===== config.mk =====
export PLATFORM = sky130hd
export DESIGN_NAME = czn_fifo
export DESIGN_NICKNAME = d
export VERILOG_FILES = /design/src/hdl/czn_pkg.sv /design/src/hdl/czn_fifo.sv
export SDC_FILE = /design/constraint.sdc
export NUM_CORES = 1
export LEC_CHECK = 0
export ABC_AREA = 0
export BUFFER_PORTS_ARGS = -buffer_cell sky130_fd_sc_hd__buf_2
export CORE_MARGIN = 2
export CORE_UTILIZATION = 56
export CTS_CLUSTER_DIAMETER = 50
export DETAILED_ROUTE_END_ITERATION = 8
export PLACE_DENSITY_LB_ADDON = 0.12
export SLEW_MARGIN = 20
export SYNTH_ARGS = -nofsm -noshare
export SYNTH_HDL_FRONTEND = slang
export SYNTH_SLANG_ARGS = --single-unit
export TNS_END_PERCENT = 1

===== constraint.sdc =====
create_clock -name clk -period 2.2 [get_ports clk]
set_input_delay 0.11 -clock clk [delete_from_list [all_inputs] [get_ports clk]]
set_output_delay 0.11 -clock clk [all_outputs]
set_load 0.1 [all_outputs]

===== src/hdl/czn_pkg.sv =====
// ----------------------------------------------------------------------------
// czn_pkg: shared definitions of the column z-score normalizer
// field widths, request codes, result status codes and the queued request type
// ----------------------------------------------------------------------------
`default_nettype none

package czn_pkg;

	localparam int MAX_COLUMNS_DEF = 256;
	localparam int MAX_ROWS_DEF    = 1024;

	localparam int SAMPLE_W = 24;
	localparam int Z_W      = 32;
	localparam int LW_W     = 9;
	localparam int COLOUT_W = 8;
	localparam int ROWOUT_W = 10;
	localparam int STAT_W   = 3;
	localparam int MODE_W   = 2;
	localparam int MEAN_W   = 24;
	localparam int INV_W    = 32;

	// request codes carried on the input channel
	localparam logic [MODE_W-1:0] MODE_LOAD  = 2'd0;
	localparam logic [MODE_W-1:0] MODE_READ  = 2'd1;
	localparam logic [MODE_W-1:0] MODE_CLEAR = 2'd2;

	// result status codes
	localparam logic [STAT_W-1:0] STS_ACCEPTED = 3'd0;
	localparam logic [STAT_W-1:0] STS_VALUE    = 3'd1;
	localparam logic [STAT_W-1:0] STS_PARTIAL  = 3'd2;
	localparam logic [STAT_W-1:0] STS_NO_ROWS  = 3'd3;
	localparam logic [STAT_W-1:0] STS_FULL     = 3'd4;
	localparam logic [STAT_W-1:0] STS_ZERO_SPR = 3'd5;
	localparam logic [STAT_W-1:0] STS_EMPTY    = 3'd6;

	// depth of the queue between front and back
	localparam int QUEUE_DEPTH = 4;

	typedef struct packed {
		logic [MODE_W-1:0]          code;
		logic signed [SAMPLE_W-1:0] sample;
	} czn_op_t;

	typedef struct packed {
		logic push;
		logic full;
	} czn_push_t;

endpackage

`default_nettype wire


===== src/hdl/czn_fifo.sv =====
// ----------------------------------------------------------------------------
// czn_fifo: short request queue between front and back
// small register queue, no push while full, else one push and one pop per cycle
// ----------------------------------------------------------------------------
`default_nettype none

module czn_fifo import czn_pkg::*; (
	input  wire logic     clk,
	input  wire logic     arst_n,
	input  czn_push_t     push_i,
	input  czn_op_t       op_i,
	input  wire logic     pop,
	output czn_op_t       head,
	output logic          empty,
	output logic          full
);

	localparam int PTR_W = $clog2(QUEUE_DEPTH);

	czn_op_t            mem_q [QUEUE_DEPTH];
	logic [PTR_W-1:0]   wr_ptr_q;
	logic [PTR_W-1:0]   rd_ptr_q;
	logic [PTR_W:0]     cnt_q;
	logic               do_push;
	logic               do_pop;

	assign empty   = (cnt_q == '0);
	assign full    = (cnt_q == (PTR_W+1)'(QUEUE_DEPTH));
	assign do_push = push_i.push && !push_i.full;
	assign do_pop  = pop && !empty;
	assign head    = mem_q[rd_ptr_q];

	always_ff @(posedge clk) begin
		if (do_push) begin
			mem_q[wr_ptr_q] <= op_i;
		end
	end

	always_ff @(posedge clk or negedge arst_n) begin
		if (!arst_n) begin
			wr_ptr_q <= '0;
			rd_ptr_q <= '0;
			cnt_q    <= '0;
		end else begin
			if (do_push) begin
				wr_ptr_q <= wr_ptr_q + 1'b1;
			end
			if (do_pop) begin
				rd_ptr_q <= rd_ptr_q + 1'b1;
			end
			case ({do_push, do_pop})
				2'b10: cnt_q <= cnt_q + 1'b1;
				2'b01: cnt_q <= cnt_q - 1'b1;
				default: cnt_q <= cnt_q;
			endcase
		end
	end

endmodule

`default_nettype wire


==> impl_metrics.ini <==
[outcome]
run_status = finished clean

[finish]
seq_area_sq_um = 3300
final_cell_mix = edfxtp_1, buf_2, dlygate4sd3_1
multi_input_area_sq_um = 833
fill_cells = 462
fin_nets = 307
drive_above_1_share = 0.353
syn_to_final_growth_pct = 26.4
diodes = 0
layout_commonest_cell = edfxtp_1

[cts]
clk_latency_ns = 0.35
cts_made_buffers = 9
clk_pin_slew_ns = 0.09
cts_tree = built
htree_num_levels = 3
clock_sinks = 111
ctsRootBufferMaster = clkbuf_8
ctsResizeCount = 0
cts_buffer_depth = 2

[hold_path]
hold_class = in2async

[worst_setup_path]
crit_path_end_kind = output pin
startpoint = rd_ptr_q[0]
r2r-start = cnt_q[0]
r2r_cells = 7
cp_slowest_cell = mux4_1
reg2reg_to = cnt_q[2]
crit_arrival_ns = 1.95
crit_family = multiplexers
crit_type = reg2out
r2r_slack_ns = 0.38
startpoint_type = flop
cp.required_ns = 2.09
path_cells = buf_12, mux4_1, buf_2
crit_cells = 3
cp-endpoint = head[0]
worst-path-max-fanout = 26
critPathBufInv = 2
cp_slowest_stage_delay_ns = 0.61

[sta]
grt_setup_unrepaired = false
tightest_slew_ns = 0.488
drv_slew = 0
setup_viol = 0
period_share = 0.936
fin_crit_ns = 2.06
slew_headroom = 0.677
fmax_mhz = 486
hold_violations = 0
fin_setup_tns_ns = 0
finClkSkew_ns = 0.00518

[floorplanning]
die-area_sq_um = 8240
start_util = 0.579
core_area_sq_um = 7290
rows = 31
die_y_um = 90.8
chipWidth_um = 90.8
io_pins = 59

[global_routing]
track_usage = 0.185
grt_pass1_wl_um = 11300
overflow = 0
first_global_vias = 2164
antenna_found_initial = 0
grt_max_degree = 27

[logic_synthesis]
yosysWarnings = 0
ys_types = 22
synth-seq-area-share = 0.782
syn_area_sq_um = 4220
synthTopCellsByArea = edfxtp_1, mux4_2, mux4_1
syn_area_per_cell_sq_um = 24.1
yosys.area.top_type = edfxtp_1
netlist_instances = 175
synth_top_area_frac = 0.740
synth_nets = 212
yosys_register_bits = 111

[run]
max_cap_viol_count = 0

[drt]
ant_nets = 0
drt_iter0_drc = 152
dr.pass1.iters = 4
wl_um = 7040
wl_per_cell_um = 18.8
drc = 0
via_per_inst = 5.34
vias = 1999

[placed_design]
dpl.hpwl_um = 4320
io_buffers = 58
gp_congestion = 0.777
[synthesized netlist by cell type]
cell type / count
edfxtp_1: 104
buf_12: 2
dfrtp_1: 7
and2_1: 4
xnor2_1: 3
o21ai_0: 1
buf_2: 3
inv_1: 6
o31a_1: 1
mux4_1: 8
nor2_1: 1
clkbuf_1: 1
nand2_1: 2
ha_1: 5
mux2i_1: 1
xor2_1: 3
fa_1: 1
nor2b_1: 1
and3_1: 1
nor3_1: 1
buf_6: 1
mux4_2: 18
[cell type report]
class / instances / share of cell area
Clock buffer: 11 / 0.0246
Clock inverter: 5 / 0.00610
Inverter: 6 / 0.00422
Multi-Input combinational cell: 51 / 0.156
Sequential cell: 111 / 0.619
Tap cell: 99 / 0.0232
Timing Repair Buffer: 91 / 0.167
[stage by stage]
stage	setup slack, ns	area, sq um	hold WS, ns	utilization	cells
after global placement	0.530	4900	-0.0573	0.672	331
after floorplan	0.477	4220	-0.186	-	175
after global routing	0.0880	5330	0.132	0.731	374
after detailed placement	0.371	4900	-0.0453	0.672	331
after CTS	0.131	5330	0.114	0.731	374
final	0.141	5330	0.114	0.731	374
[worst register-to-register path: stages, from the launching register on]
cell and delay [ns]:
dfrtp_1 0.44, o31a_1 0.23, ha_1 0.21, inv_1 0.06, fa_1 0.38, xor2_1 0.15
nor2_1 0.11, xor2_1 0.16
[how the worst min path moves through the flow]
stage | to | slack, ns | start
2_1_floorplan | cnt_q[0] | -0.19 | arst_n
3_3_place_gp | wr_ptr_q[0] | -0.06 | arst_n
3_5_place_dp | cnt_q[0] | -0.05 | arst_n
4_1_cts | wr_ptr_q[1] | 0.11 | arst_n
5_1_grt | wr_ptr_q[0] | 0.13 | push_i[0]
6_report | wr_ptr_q[1] | 0.11 | arst_n
[sequential cells by signal, summed over array words and instances (netlist names)]
register and cells:
cnt_q 3, mem_q 104, rd_ptr_q 2, wr_ptr_q 2
[cells by family (layout without fill, tap and decap cells)]
group                      after synthesis  count (layout)  share of synthesized area
and+or+nand+nor                         10              10                     0.0128
DFF                                    111             111                      0.782
muxes                                   27              27                      0.148
AOI/OAI and AO/OA                        2               2                    0.00326
xor gates and xnor gates                 6               6                     0.0125
buffers and inverters                   13             113                     0.0219
adders and majority gates                6               6                     0.0196
[repair_timing]
| item | in CTS | in global routing |
|---|---|---|
| hold buffers | 27 | 0 |
| buffers inserted | 0 | 0 |
| endpoints found under the hold margin | 111 | 0 |
[routing by layer]
| metal | GRT usage | part of all wire | up-vias |
|---|---|---|---|
| met5 | 0 | 0 | - |
| met4 | 0.0606 | 0.013 | 0 |
| met3 | 0.0342 | 0.041 | 9 |
| met2 | 0.322 | 0.54 | 55 |
| met1 | 0.238 | 0.40 | 1030 |
| li1 | - | - | 905 |
Power is not shown: default switching activity piles up to over one toggle a cycle in this logic, so the estimate is an artifact.
